`src/hw/rtl/sobel_edge_magnitude_top_defines.svh`:
```
// Assertion macros shared by the queue and back-end RTL files.
`ifndef SOBEL_EDGE_MAGNITUDE_TOP_DEFINES_SVH
`define SOBEL_EDGE_MAGNITUDE_TOP_DEFINES_SVH
`ifndef SYNTHESIS
`define SEM_ASSERT_IMP(lbl, ante, cons) \
    lbl: assert property (@(posedge clk) disable iff (!rst_n) (ante) |-> (cons)) \
        else $error("same-cycle check failed");
`define SEM_ASSERT_NXT(lbl, ante, cons) \
    lbl: assert property (@(posedge clk) disable iff (!rst_n) (ante) |=> (cons)) \
        else $error("next-cycle check failed");
`else
`define SEM_ASSERT_IMP(lbl, ante, cons)
`define SEM_ASSERT_NXT(lbl, ante, cons)
`endif
`endif

```
`src/hw/rtl/sbl_pkg.sv`:
```
`timescale 1ns / 1ps
package sbl_pkg;
    localparam int MAX_WIDTH_DEF = 1024;
    localparam int LUMA_W = 16;
    localparam int PIX_W = 24;
    localparam int COL_W = 10;
    localparam int ROW_W = 16;
    localparam int IMG_W_W = 11;
    localparam int CFG_W = 16;
    localparam int IDX_W = 2;
    localparam int GRAD_W = 20;
    localparam int SQ_W = 38;
    localparam int EMIT_W = 4;

    localparam logic [IDX_W-1:0] REG_WIDTH = 2'd0;
    localparam logic [IDX_W-1:0] REG_HEIGHT = 2'd1;
    localparam logic [IMG_W_W-1:0] WIDTH_RST = 11'd640;
    localparam logic [ROW_W-1:0] HEIGHT_RST = 16'd480;

    localparam logic [7:0] KR = 8'd77;
    localparam logic [7:0] KG = 8'd150;
    localparam logic [7:0] KB = 8'd29;

    // emission slots, in output order
    localparam int EM_MID = 0;
    localparam int EM_END = 1;
    localparam int EM_LMID = 2;
    localparam int EM_LEND = 3;

    typedef logic [PIX_W-1:0] pix_t;

    typedef struct packed {
        pix_t [8:0]          win;
        logic [COL_W-1:0]    col;
        logic [ROW_W-1:0]    row;
        logic [EMIT_W-1:0]   emit;
    } job_t;

    typedef enum logic {
        F_IDLE,
        F_WORK
    } front_st_t;

    typedef enum logic [2:0] {
        B_IDLE,
        B_GRAD,
        B_SQ,
        B_SUM,
        B_SQRT,
        B_OUT
    } back_st_t;
endpackage

```
`src/hw/rtl/sbl_queue.sv`:
```
`timescale 1ns / 1ps
`include "sobel_edge_magnitude_top_defines.svh"
module sbl_queue (
    input  logic           clk,
    input  logic           rst_n,
    input  logic           push,
    output logic           push_ready,
    input  sbl_pkg::job_t  push_job,
    output logic           pop_valid,
    input  logic           pop,
    output sbl_pkg::job_t  pop_job
);
    import sbl_pkg::*;

    job_t       mem_reg [2];
    logic       wr_reg;
    logic       rd_reg;
    logic [1:0] count_reg;

    assign push_ready = (count_reg != 2'd2);
    assign pop_valid  = (count_reg != 2'd0);
    assign pop_job    = mem_reg[rd_reg];

    always_ff @(posedge clk or negedge rst_n)
    begin
        if (!rst_n)
        begin
            wr_reg    <= 1'b0;
            rd_reg    <= 1'b0;
            count_reg <= 2'd0;
        end
        else
        begin
            if (push)
                wr_reg <= ~wr_reg;
            if (pop)
                rd_reg <= ~rd_reg;
            if (push && !pop)
                count_reg <= count_reg + 2'd1;
            else if (pop && !push)
                count_reg <= count_reg - 2'd1;
        end
    end

    always_ff @(posedge clk)
    begin
        if (push)
            mem_reg[wr_reg] <= push_job;
    end

    `SEM_ASSERT_IMP(a_no_overflow, push, count_reg != 2'd2)
    `SEM_ASSERT_IMP(a_no_underflow, pop, count_reg != 2'd0)
    `SEM_ASSERT_NXT(a_count_up, push && !pop, count_reg == $past(count_reg) + 2'd1)
endmodule

```
`config.mk`:
```
export PLATFORM = sky130hd
export DESIGN_NAME = sbl_queue
export DESIGN_NICKNAME = d
export VERILOG_FILES = /design/src/hw/rtl/sbl_pkg.sv /design/src/hw/rtl/sbl_queue.sv
export VERILOG_INCLUDE_DIRS = /design/src /design/src/hw/rtl
export SDC_FILE = /design/constraint.sdc
export NUM_CORES = 1
export LEC_CHECK = 0
export BUFFER_PORTS_ARGS = -buffer_cell sky130_fd_sc_hd__buf_2
export CORE_AREA = 2 2 195 197
export CTS_CLUSTER_SIZE = 14
export DETAILED_ROUTE_END_ITERATION = 7
export DIE_AREA = 0 0 197 199
export GPL_TIMING_DRIVEN = 0
export PLACE_DENSITY = 0.75
export SYNTH_ARGS = -nofsm -noshare
export SYNTH_HDL_FRONTEND = slang
export SYNTH_SLANG_ARGS = --single-unit
export TNS_END_PERCENT = 100
```
`constraint.sdc`:
```
create_clock -name clk -period 13.3 [get_ports clk]
set_input_delay 2.66 -clock clk [delete_from_list [all_inputs] [get_ports clk]]
set_output_delay 2.66 -clock clk [all_outputs]
set_load 0.03 [all_outputs]
```
==> qor.yml <==
cp-start-kind: "flip-flop"
dieWidth_um: 197
rows: 71
ant_nets: 0
ys_top_cells_by_area: "edfxtp_1 82%, mux2_2 15%, buf_6 1.6%, dfrtp_1 0.56%, xor2_1 0.19%"
dpl.hpwl_um: 27960
largest_reg_flops: 492
overflow: 0
die-height_um: 199
drt_first_pass_iters: 4
clk_latency_ps: 560
drive_gt1_frac: 0.6181
finalHoldViolCount: 0
finalCriticalPeriod_ps: 4697
hp-start: "count_reg[1]"
timing.rr.end: "mem_reg[0][125]"
wire_per_inst_um: 20.90
wl_um: 38880
cts_made_buffers: 49
cts_sinks: 496
cts_tree: "yes"
ys_seq_elements: 496
antenna_found_initial: 12
synth_most_common_cell: "edfxtp_1"
io_buffers: 497
grt_pass1_wl_um: 56030
initial_core_util: 0.4855
synth.cell_area_um2: 18030
grt_max_degree: 65
synth_edf_count: 492
gp_congestion: 0.7638
synth_top_area_frac: 0.8195
drt_iter0_drc: 348
die-area_um2: 39200
synthCells: 781
critPathRequiredTime_ps: 10640
final.setup.tns_ps: 0
syn2layout_area_growth_pct: 27.67
min_path_cells: 1
track_usage: 0.1924
h-tree-depth: 2
yosysWarnings: 0
fin_crit_sh: 0.3531
r2r_start: "wr_reg"
cts_hold_buf: 0
worst-path-max-fanout: 10
maxSlewHeadroom: 0.5900
coreArea_um2: 37130
async_reset_ff_frac: 0.008065
num_io_pins: 498
cts_setup_buffers: 0
grt_pass1_vias: 9819
p_leak_nw: 8.702
routed_via_density: 5.035
ys_types: 15
drv_slew: 0
syn_avg_cell_area_um2: 23.08
ys_seq_area_frac: 0.8251
drv_cap: 0
fin_util: 0.6198
hold_path_end: "count_reg[1]"
worst_slew_pin_slew_ps: 615.1
skew_ps: 15.93
ff2ff_path_depth: 5
vdd_drop_max_mv: 0.1409
fin_total_pwr_mw: 5.459
synth_common_cells: "492 x edfxtp_1, 246 x mux2_2, 25 x buf_6"
vias: 9366
cts-root-buf: "clkbuf_16"
synthFlopType: "edfxtp_1"
p_per_area_nw_per_um2: 237.2
cp_data_arrival_time_ps: 2040
nets: 1594
rsz0062_at_grt: "no"
holdCritPathClass: "flip-flop to flip-flop"
endpoint_kind: "output pin"
synth_top_area_cell: "edfxtp_1"
max_freq_ghz: 0.2129
status: "finished, final reports clean"
rrSetupSlack_ps: 11220
cts_buffer_depth: 3
synth_fp_nets: 1032
clk_pin_slew_ps: 60
drc: 0
worstSetupPathType: "flip-flop to output pin"
setup_viol: 0
cts_resized: 0
[power breakdown]
group | switching [mW] | total, mW | internal [mW]
sequential | 0.0630 | 2.13 | 2.07
clock | 0.544 | 1.32 | 0.773
combinational | 1.30 | 2.01 | 0.710
[cell type report]
type	instances	area [um2]
clock inverters	31	250.2
fillers	2645	14120
flip-flops and latches	496	14870
clock buffers	57	1299
well taps	474	593.1
plain buffers	27	294.0
multi-input cells	257	2865
inverters	1	3.754
repair buffers	511	2820
diodes	6	15.01
[critical path: stages, from the launching register on]
cell	delay (ps)
dfrtp_1	420
buf_6	260
buf_6	210
mux2_2	390
buf_2	190
[layout by cell type (no fill, tap or decap)]
cell	synthesis	layout
and2_4	0	1
dfrtp_1	4	4
clkinv_2	0	7
inv_6	0	3
nor2_1	1	1
or2_2	1	1
xor2_1	4	4
buf_6	25	25
diode_2	0	6
buf_16	0	7
edfxtp_1	492	492
clkbuf_1	0	6
nand2b_1	1	1
nor2b_4	0	1
ha_1	1	1
buf_4	1	1
clkinv_4	0	1
clkbuf_16	0	51
mux2_2	246	246
buf_12	0	7
inv_1	1	1
xnor2_1	1	1
bufinv_16	0	4
buf_2	1	498
clkinv_1	0	16
[through the flow]
stage               setup slack, ps  std cells  hold WS (ps)  instance area, um2
finish                         8603       1860         505.4               23010
global route                   8492       1859         557.6               23010
global placement              95.12       1752         475.5               21110
CTS                            8512       1854         514.2               23000
floorplan                      3796        781         455.9               18030
detailed placement             8776       1766         502.7               21450
[routing by layer]
layer	vias to the layer above	part of all wire	track usage
li1	4267	-	-
met1	4620	0.35	0.2055
met2	377	0.52	0.3380
met3	90	0.090	0.07189
met4	12	0.037	0.09078
met5	-	0.0019	0
[kinds of logic (layout without fill, tap and decap cells)]
group / count (synthesis) / in the layout / share of synthesized area
xor+xnor: 5 / 5 / 0.002429
fa+ha+maj: 1 / 1 / 0.0006939
buf+inv: 28 / 627 / 0.01652
simple gates: 5 / 5 / 0.001597
other cells: 0 / 6 / 0
flops: 496 / 496 / 0.8251
mux: 246 / 246 / 0.1537
[how the worst max path moves through the flow]
stage | start | end | cells after the start
6_report | rd_reg | pop_job[35] | 4
5_1_grt | rd_reg | pop_job[35] | 4
4_1_cts | rd_reg | pop_job[35] | 4
3_5_place_dp | push | mem_reg[0][142] | 6
3_3_place_gp | push | mem_reg[0][139] | 2
2_1_floorplan | push | mem_reg[0][0] | 1
Power figures use the tool's default switching activity.
