===== src/hw/rtl/sobel_edge_magnitude_top_defines.svh =====
// Assertion macros shared by the queue and back-end RTL files.
`ifndef SOBEL_EDGE_MAGNITUDE_TOP_DEFINES_SVH
`define SOBEL_EDGE_MAGNITUDE_TOP_DEFINES_SVH
`ifndef SYNTHESIS
`define SEM_ASSERT_IMP(lbl, ante, cons) \
    lbl: assert property (@(posedge clk) disable iff (!rst_n) (ante) |-> (cons)) \
        else $error("same-cycle check failed");
`define SEM_ASSERT_NXT(lbl, ante, cons) \
    lbl: assert property (@(posedge clk) disable iff (!rst_n) (ante) |=> (cons)) \
        else $error("next-cycle check failed");
`else
`define SEM_ASSERT_IMP(lbl, ante, cons)
`define SEM_ASSERT_NXT(lbl, ante, cons)
`endif
`endif


===== src/hw/rtl/sbl_pkg.sv =====
`timescale 1ns / 1ps
package sbl_pkg;
    localparam int MAX_WIDTH_DEF = 1024;
    localparam int LUMA_W = 16;
    localparam int PIX_W = 24;
    localparam int COL_W = 10;
    localparam int ROW_W = 16;
    localparam int IMG_W_W = 11;
    localparam int CFG_W = 16;
    localparam int IDX_W = 2;
    localparam int GRAD_W = 20;
    localparam int SQ_W = 38;
    localparam int EMIT_W = 4;

    localparam logic [IDX_W-1:0] REG_WIDTH = 2'd0;
    localparam logic [IDX_W-1:0] REG_HEIGHT = 2'd1;
    localparam logic [IMG_W_W-1:0] WIDTH_RST = 11'd640;
    localparam logic [ROW_W-1:0] HEIGHT_RST = 16'd480;

    localparam logic [7:0] KR = 8'd77;
    localparam logic [7:0] KG = 8'd150;
    localparam logic [7:0] KB = 8'd29;

    // emission slots, in output order
    localparam int EM_MID = 0;
    localparam int EM_END = 1;
    localparam int EM_LMID = 2;
    localparam int EM_LEND = 3;

    typedef logic [PIX_W-1:0] pix_t;

    typedef struct packed {
        pix_t [8:0]          win;
        logic [COL_W-1:0]    col;
        logic [ROW_W-1:0]    row;
        logic [EMIT_W-1:0]   emit;
    } job_t;

    typedef enum logic {
        F_IDLE,
        F_WORK
    } front_st_t;

    typedef enum logic [2:0] {
        B_IDLE,
        B_GRAD,
        B_SQ,
        B_SUM,
        B_SQRT,
        B_OUT
    } back_st_t;
endpackage


===== src/hw/rtl/sbl_back.sv =====
`timescale 1ns / 1ps
`include "sobel_edge_magnitude_top_defines.svh"
module sbl_back (
    input  logic                         clk,
    input  logic                         rst_n,
    input  logic                         q_valid,
    output logic                         q_pop,
    input  sbl_pkg::job_t                q_job,
    output logic                         out_valid,
    input  logic                         out_ready,
    output logic [7:0]                   edge_res,
    output logic [7:0]                   alpha_out,
    output logic [sbl_pkg::COL_W-1:0]    out_col,
    output logic [sbl_pkg::ROW_W-1:0]    out_row,
    output logic                         last
);
    import sbl_pkg::*;

    back_st_t                  st_reg, st_next;
    job_t                      job_reg;
    logic [EMIT_W-1:0]         pend_reg;
    logic signed [GRAD_W-1:0]  gx_reg, gy_reg;
    logic [SQ_W-1:0]           sqx_reg, sqy_reg;
    logic [SQ_W-1:0]           rem_reg, res_reg, bit_reg;
    logic [7:0]                alpha_reg;
    logic [COL_W-1:0]          col_reg;
    logic [ROW_W-1:0]          row_reg;
    logic                      last_reg;

    logic [EMIT_W-1:0]         cur;
    logic                      is_end, is_lrow;
    logic [1:0]                r [3];
    logic [1:0]                c [3];
    logic [LUMA_W-1:0]         lm [3][3];
    logic [3:0]                aidx;
    logic [GRAD_W-1:0]         px, nx, py, ny;
    logic signed [2*GRAD_W-1:0] pxx, pyy;
    logic [SQ_W-1:0]           trial;

    always_comb
    begin
        cur     = pend_reg & (~pend_reg + EMIT_W'(1));
        is_end  = cur[EM_END] || cur[EM_LEND];
        is_lrow = cur[EM_LMID] || cur[EM_LEND];
        if (is_lrow)
        begin
            r[0] = 2'd1;
            r[1] = 2'd2;
        end
        else
        begin
            r[0] = (job_reg.row == 16'd1) ? 2'd1 : 2'd0;
            r[1] = 2'd1;
        end
        r[2] = 2'd2;
        c[0] = is_end ? 2'd1 : 2'd0;
        c[1] = is_end ? 2'd2 : 2'd1;
        c[2] = 2'd2;
        for (int i = 0; i < 3; i++)
            for (int j = 0; j < 3; j++)
                lm[i][j] = job_reg.win[4'(r[i]) * 4'd3 + 4'(c[j])][LUMA_W-1:0];
        aidx = 4'(r[1]) * 4'd3 + 4'(c[1]);
        px = GRAD_W'(lm[0][2]) + (GRAD_W'(lm[1][2]) << 1) + GRAD_W'(lm[2][2]);
        nx = GRAD_W'(lm[0][0]) + (GRAD_W'(lm[1][0]) << 1) + GRAD_W'(lm[2][0]);
        py = GRAD_W'(lm[2][0]) + (GRAD_W'(lm[2][1]) << 1) + GRAD_W'(lm[2][2]);
        ny = GRAD_W'(lm[0][0]) + (GRAD_W'(lm[0][1]) << 1) + GRAD_W'(lm[0][2]);
        pxx = gx_reg * gx_reg;
        pyy = gy_reg * gy_reg;
        trial = res_reg + bit_reg;
    end

    always_comb
    begin
        st_next = st_reg;
        case (st_reg)
            B_IDLE:
                if (q_valid)
                    st_next = B_GRAD;
            B_GRAD:
                st_next = B_SQ;
            B_SQ:
                st_next = B_SUM;
            B_SUM:
                st_next = B_SQRT;
            B_SQRT:
                if (bit_reg[0])
                    st_next = B_OUT;
            B_OUT:
                if (out_ready)
                    st_next = ((pend_reg & ~cur) != '0) ? B_GRAD : B_IDLE;
            default:
                st_next = B_IDLE;
        endcase
    end

    always_comb
    begin
        q_pop     = 1'b0;
        out_valid = 1'b0;
        case (st_reg)
            B_IDLE:
                q_pop = q_valid;
            B_OUT:
                out_valid = 1'b1;
            default:
                out_valid = 1'b0;
        endcase
    end

    assign edge_res  = (res_reg[SQ_W-1:16] != '0) ? 8'd255 : res_reg[15:8];
    assign alpha_out = alpha_reg;
    assign out_col   = col_reg;
    assign out_row   = row_reg;
    assign last      = last_reg;

    always_ff @(posedge clk or negedge rst_n)
    begin
        if (!rst_n)
        begin
            st_reg   <= B_IDLE;
            pend_reg <= '0;
        end
        else
        begin
            st_reg <= st_next;
            if (q_pop)
                pend_reg <= q_job.emit;
            else if (st_reg == B_OUT && out_ready)
                pend_reg <= pend_reg & ~cur;
        end
    end

    always_ff @(posedge clk)
    begin
        case (st_reg)
            B_IDLE:
                if (q_pop)
                    job_reg <= q_job;
            B_GRAD:
            begin
                gx_reg    <= $signed(px - nx);
                gy_reg    <= $signed(py - ny);
                alpha_reg <= job_reg.win[aidx][PIX_W-1:LUMA_W];
                col_reg   <= is_end ? job_reg.col : job_reg.col - COL_W'(1);
                row_reg   <= is_lrow ? job_reg.row : job_reg.row - ROW_W'(1);
                last_reg  <= ((pend_reg & ~cur) == '0);
            end
            B_SQ:
            begin
                sqx_reg <= pxx[SQ_W-1:0];
                sqy_reg <= pyy[SQ_W-1:0];
            end
            B_SUM:
            begin
                rem_reg <= sqx_reg + sqy_reg;
                res_reg <= '0;
                bit_reg <= SQ_W'(1) << (SQ_W - 2);
            end
            B_SQRT:
            begin
                if (rem_reg >= trial)
                begin
                    rem_reg <= rem_reg - trial;
                    res_reg <= (res_reg >> 1) + bit_reg;
                end
                else
                begin
                    res_reg <= res_reg >> 1;
                end
                bit_reg <= bit_reg >> 2;
            end
            default:
                job_reg <= job_reg;
        endcase
    end

    `SEM_ASSERT_IMP(a_sqrt_onehot, st_reg == B_SQRT, $onehot(bit_reg))
    `SEM_ASSERT_IMP(a_out_pending, st_reg == B_OUT, pend_reg != '0)
    `SEM_ASSERT_IMP(a_last_single, st_reg == B_OUT && last_reg, $onehot(pend_reg))
endmodule


===== config.mk =====
export PLATFORM = sky130hd
export DESIGN_NAME = sbl_back
export DESIGN_NICKNAME = d
export VERILOG_FILES = /design/src/hw/rtl/sbl_pkg.sv /design/src/hw/rtl/sbl_back.sv
export VERILOG_INCLUDE_DIRS = /design/src /design/src/hw/rtl
export SDC_FILE = /design/constraint.sdc
export NUM_CORES = 2
export LEC_CHECK = 0
export BUFFER_PORTS_ARGS = -buffer_cell sky130_fd_sc_hd__clkbuf_2
export CORE_MARGIN = 3
export CORE_UTILIZATION = 58
export CTS_CLUSTER_DIAMETER = 40
export DETAILED_ROUTE_END_ITERATION = 6
export HOLD_SLACK_MARGIN = 0.03
export PLACE_DENSITY = 0.8
export SLEW_MARGIN = 30
export SYNTH_ARGS = -nofsm -noshare
export SYNTH_HDL_FRONTEND = slang
export SYNTH_SLANG_ARGS = --single-unit

===== constraint.sdc =====
create_clock -name clk -period 29.4 [get_ports clk]
set_input_delay 1.47 -clock clk [delete_from_list [all_inputs] [get_ports clk]]
set_output_delay 1.47 -clock clk [all_outputs]
set_load 0.01 [all_outputs]

==> reports/qor.yml <==
place:
  finalWeightedCongestion: 0.935
  portbufs: 294
  placed_cells_incl_taps: 6723
  post-dp-hpwl_mm: 105
logic_synthesis:
  avgSynthCellArea_um2: 10.8
  yosysWarningCount: 0
  ys_async_sr_fraction_pct: 1.42
  synth_top_cells_by_area: "fa_1 30%, edfxtp_1 26%, ha_1 8.3%"
  post_synth_inst_count: 5274
  syn-cell-area_mm2: 0.0571
  library_cells_used_by_synthesis: 91
  yosysSeqAreaShare_pct: 25.9
  synth-xor-area-share_pct: 4.50
  netlist_top_cells_count: "1136 x inv_1, 862 x fa_1, 486 x edfxtp_1"
  yosys.area_share.simple_pct: 8.86
  synthMuxAreaShare_pct: 6.02
  synth_area_leader_cell: "fa_1"
  synth_top_family_by_area: "adder cells"
  synth-edff-count: 486
  synth_area_in_adders_pct: 38.5
  synth-seq-cells: 493
  synth_compound_gate_area_share_pct: 7.60
  synthDominantCellAreaShare_pct: 30.2
  synth.most_common_cell: "inv_1"
  dominantRegCellSynth: "edfxtp_1"
cts:
  cts.path.max_buffers: 3
  ctsResizeCount: 0
  tritoncts_clock_tree: "yes"
  worstSkewPairLatency_ns: 0.66
  cts_setup_buffers: 0
  cts_root_buffer: "clkbuf_16"
  numClockSinks: 493
  cts_hold_buf: 0
  path_clk_slew_ns: 0.06
  cts_htree_levels: 3
  numCtsBuffers: 70
route:
  antenna_left: 0
  vias_per_cell: 5.64
  vias: 38700
  drtPass1Iterations: 6
  detailedRoute.firstIterationViolations: 3192
  wl_per_cell_um: 19.7
  routed_wl_mm: 135
  detail_route.drc_violations: 0
sta:
  achievable_frequency_ghz: 0.119
  hold_violations: 0
  timing.slew.headroom_pct: 35.1
  fin_tns_setup_ns: 0
  rsz0062_at_grt: "false"
  worst_clock_skew_ns: 0.0579
  pins_over_slew_limit: 0
  layout_min_cycle_time_ns: 8.43
  timing_worst_slew_pin_value_ns: 0.974
  share_of_the_clock_period_used_by_the_worst_path_pct: 28.7
  final-setup-viol-count: 0
setup_path:
  cp_num_buf_inv: 3
  cp-end-kind: "flip-flop"
  timing.critical_path.depth: 24
  r2r_cells: 24
  cp_slowest_cell: "buf_4"
  crit_path_max_fanout: 44
  worst-setup-path-type: "reg2reg"
  crit_top_cell: "o21ai_0"
  critical_path.cell_chain: "nor3_2 > buf_4 > ha_4 > buf_4 > mux4_2 > nor2b_1 > a21oi_1 > a22o_1 > fa_1 > fa_1 > inv_1 > fa_1 > ha_1 > nor2b_1 > o21ai_0 > a21boi_0 > o21ai_0 > a21boi_0 > o21ai_0 > a21oi_1 > o31ai_1 > o21ai_0 > a21o_1 > xor2_1"
  critical-path-top-delay-family: "compound AO/OA/AOI/OAI gates"
  critical_path.max_stage_delay_ns: 0.73
  crit_arrival_ns: 8.82
  worst_ep_required_time_ns: 29.79
  worstSetupStartpointType: "flip-flop"
run_status:
  status: "finished, final reports clean"
grt:
  global_route.overflow_total: 0
  global_route.usage.total_pct: 27.3
  antenna_found_initial: 9
  grt_pass1_vias: 42200
  first_pass_grt_wire_length_mm: 221
  grt_start_max_net_pins: 77
min_path:
  hold_path_class: "reg2reg"
  min_delay_path_depth: 2
die:
  core.rowCount: 114
  initial_util_pct: 58.8
  top_level_ports: 295
  die_h_um: 320
  die_width_um: 320
  die-area_mm2: 0.102
  core_mm2: 0.0971
cells_and_area:
  fillers: 7186
  num-nets-final: 7008
  syn2layout_area_growth_pct: 9.29
  largest_register_ffs: 242
  instances_no_fill: 6858
  drive_gt1_share_pct: 11.9
run:
  maxCapViolations: 0
[worst paths after layout]
kind | endpoint | start | slack, ns
worst max-delay path | gx_reg[17] | pend_reg[1] | 20.97
worst min-delay path | alpha_out[3] | job_reg[241] | 0.54
worst max register to register | gx_reg[17] | pend_reg[1] | 20.97
worst min register to register | alpha_out[3] | job_reg[241] | 0.54
max in group asynchronous | st_reg[0] | rst_n | 28.43
min in group asynchronous | pend_reg[2] | rst_n | 0.68
[stage by stage]
| stage | hold slack (ns) | util [%] | instance area (um2) | worst slack [ns] |
|---|---|---|---|---|
| final | 0.536 | 64.2 | 62400 | 20.97 |
| after detailed placement | 0.514 | 61.7 | 59900 | 21.19 |
| after global routing | 0.564 | 64.2 | 62400 | 20.40 |
| after CTS | 0.539 | 64.2 | 62300 | 21.14 |
| after floorplan | 0.461 | - | 57100 | 12.58 |
| after global placement | 0.502 | 61.7 | 59900 | 21.26 |
[worst register-to-register path: stages (launching register included)]
cell      delay, ns
dfrtp_1        0.45
nor3_2         0.57
buf_4          0.60
ha_4           0.62
buf_4          0.76
mux4_2         0.59
nor2b_1        0.12
a21oi_1        0.05
a22o_1         0.26
fa_1           0.41
fa_1           0.53
inv_1          0.05
fa_1           0.43
ha_1           0.34
nor2b_1        0.15
o21ai_0        0.23
a21boi_0       0.16
o21ai_0        0.27
a21boi_0       0.17
o21ai_0        0.27
a21oi_1        0.17
o31ai_1        0.40
o21ai_0        0.18
a21o_1         0.22
xor2_1         0.14
[layer usage]
metal / routed length, um / share of wire (%) / GRT usage (%) / up-vias
met5: 0 / 0 / 0 / -
met4: 6100 / 4.5 / 11.2 / 0
met3: 9810 / 7.3 / 4.92 / 342
met2: 66200 / 49 / 46.1 / 1593
met1: 52800 / 39 / 35.2 / 19200
li1: - / - / - / 17500
[final cells by class]
| class | count | area, um2 | share of cell area [%] |
|---|---|---|---|
| multi-input cells | 3475 | 37500 | 60.1 |
| flip-flops and latches | 493 | 14800 | 23.7 |
| inverters | 1138 | 4270 | 6.85 |
| repair buffers | 341 | 1840 | 2.95 |
| clock buffers | 73 | 1760 | 2.83 |
| well taps | 1276 | 1600 | 2.56 |
| clock inverters | 53 | 638 | 1.02 |
| diodes | 9 | 22.5 | 0.0361 |
[cell usage in the layout (no fill, tap or decap), drive strengths merged, types with 96 or more instances in the layout]
| master | instances |
|---|---|
| a21oi | 195 |
| and2 | 161 |
| clkbuf | 367 |
| edfxtp | 486 |
| fa | 862 |
| ha | 377 |
| inv | 1144 |
| mux4 | 96 |
| nand2 | 388 |
| nor2 | 220 |
| o21ai | 154 |
| xnor2 | 173 |
| xor2 | 120 |
[logic make-up after synthesis]
group | after synthesis
other | 1
muxes | 217
adders and majority gates | 1239
xor gates and xnor gates | 293
AOI/OAI and AO/OA | 665
DFF | 493
and+or+nand+nor | 1059
buffers and inverters | 1307
Power is left out: the tool's default activity adds up to more than one toggle a clock period on the data nets, which glitch-free logic cannot reach.
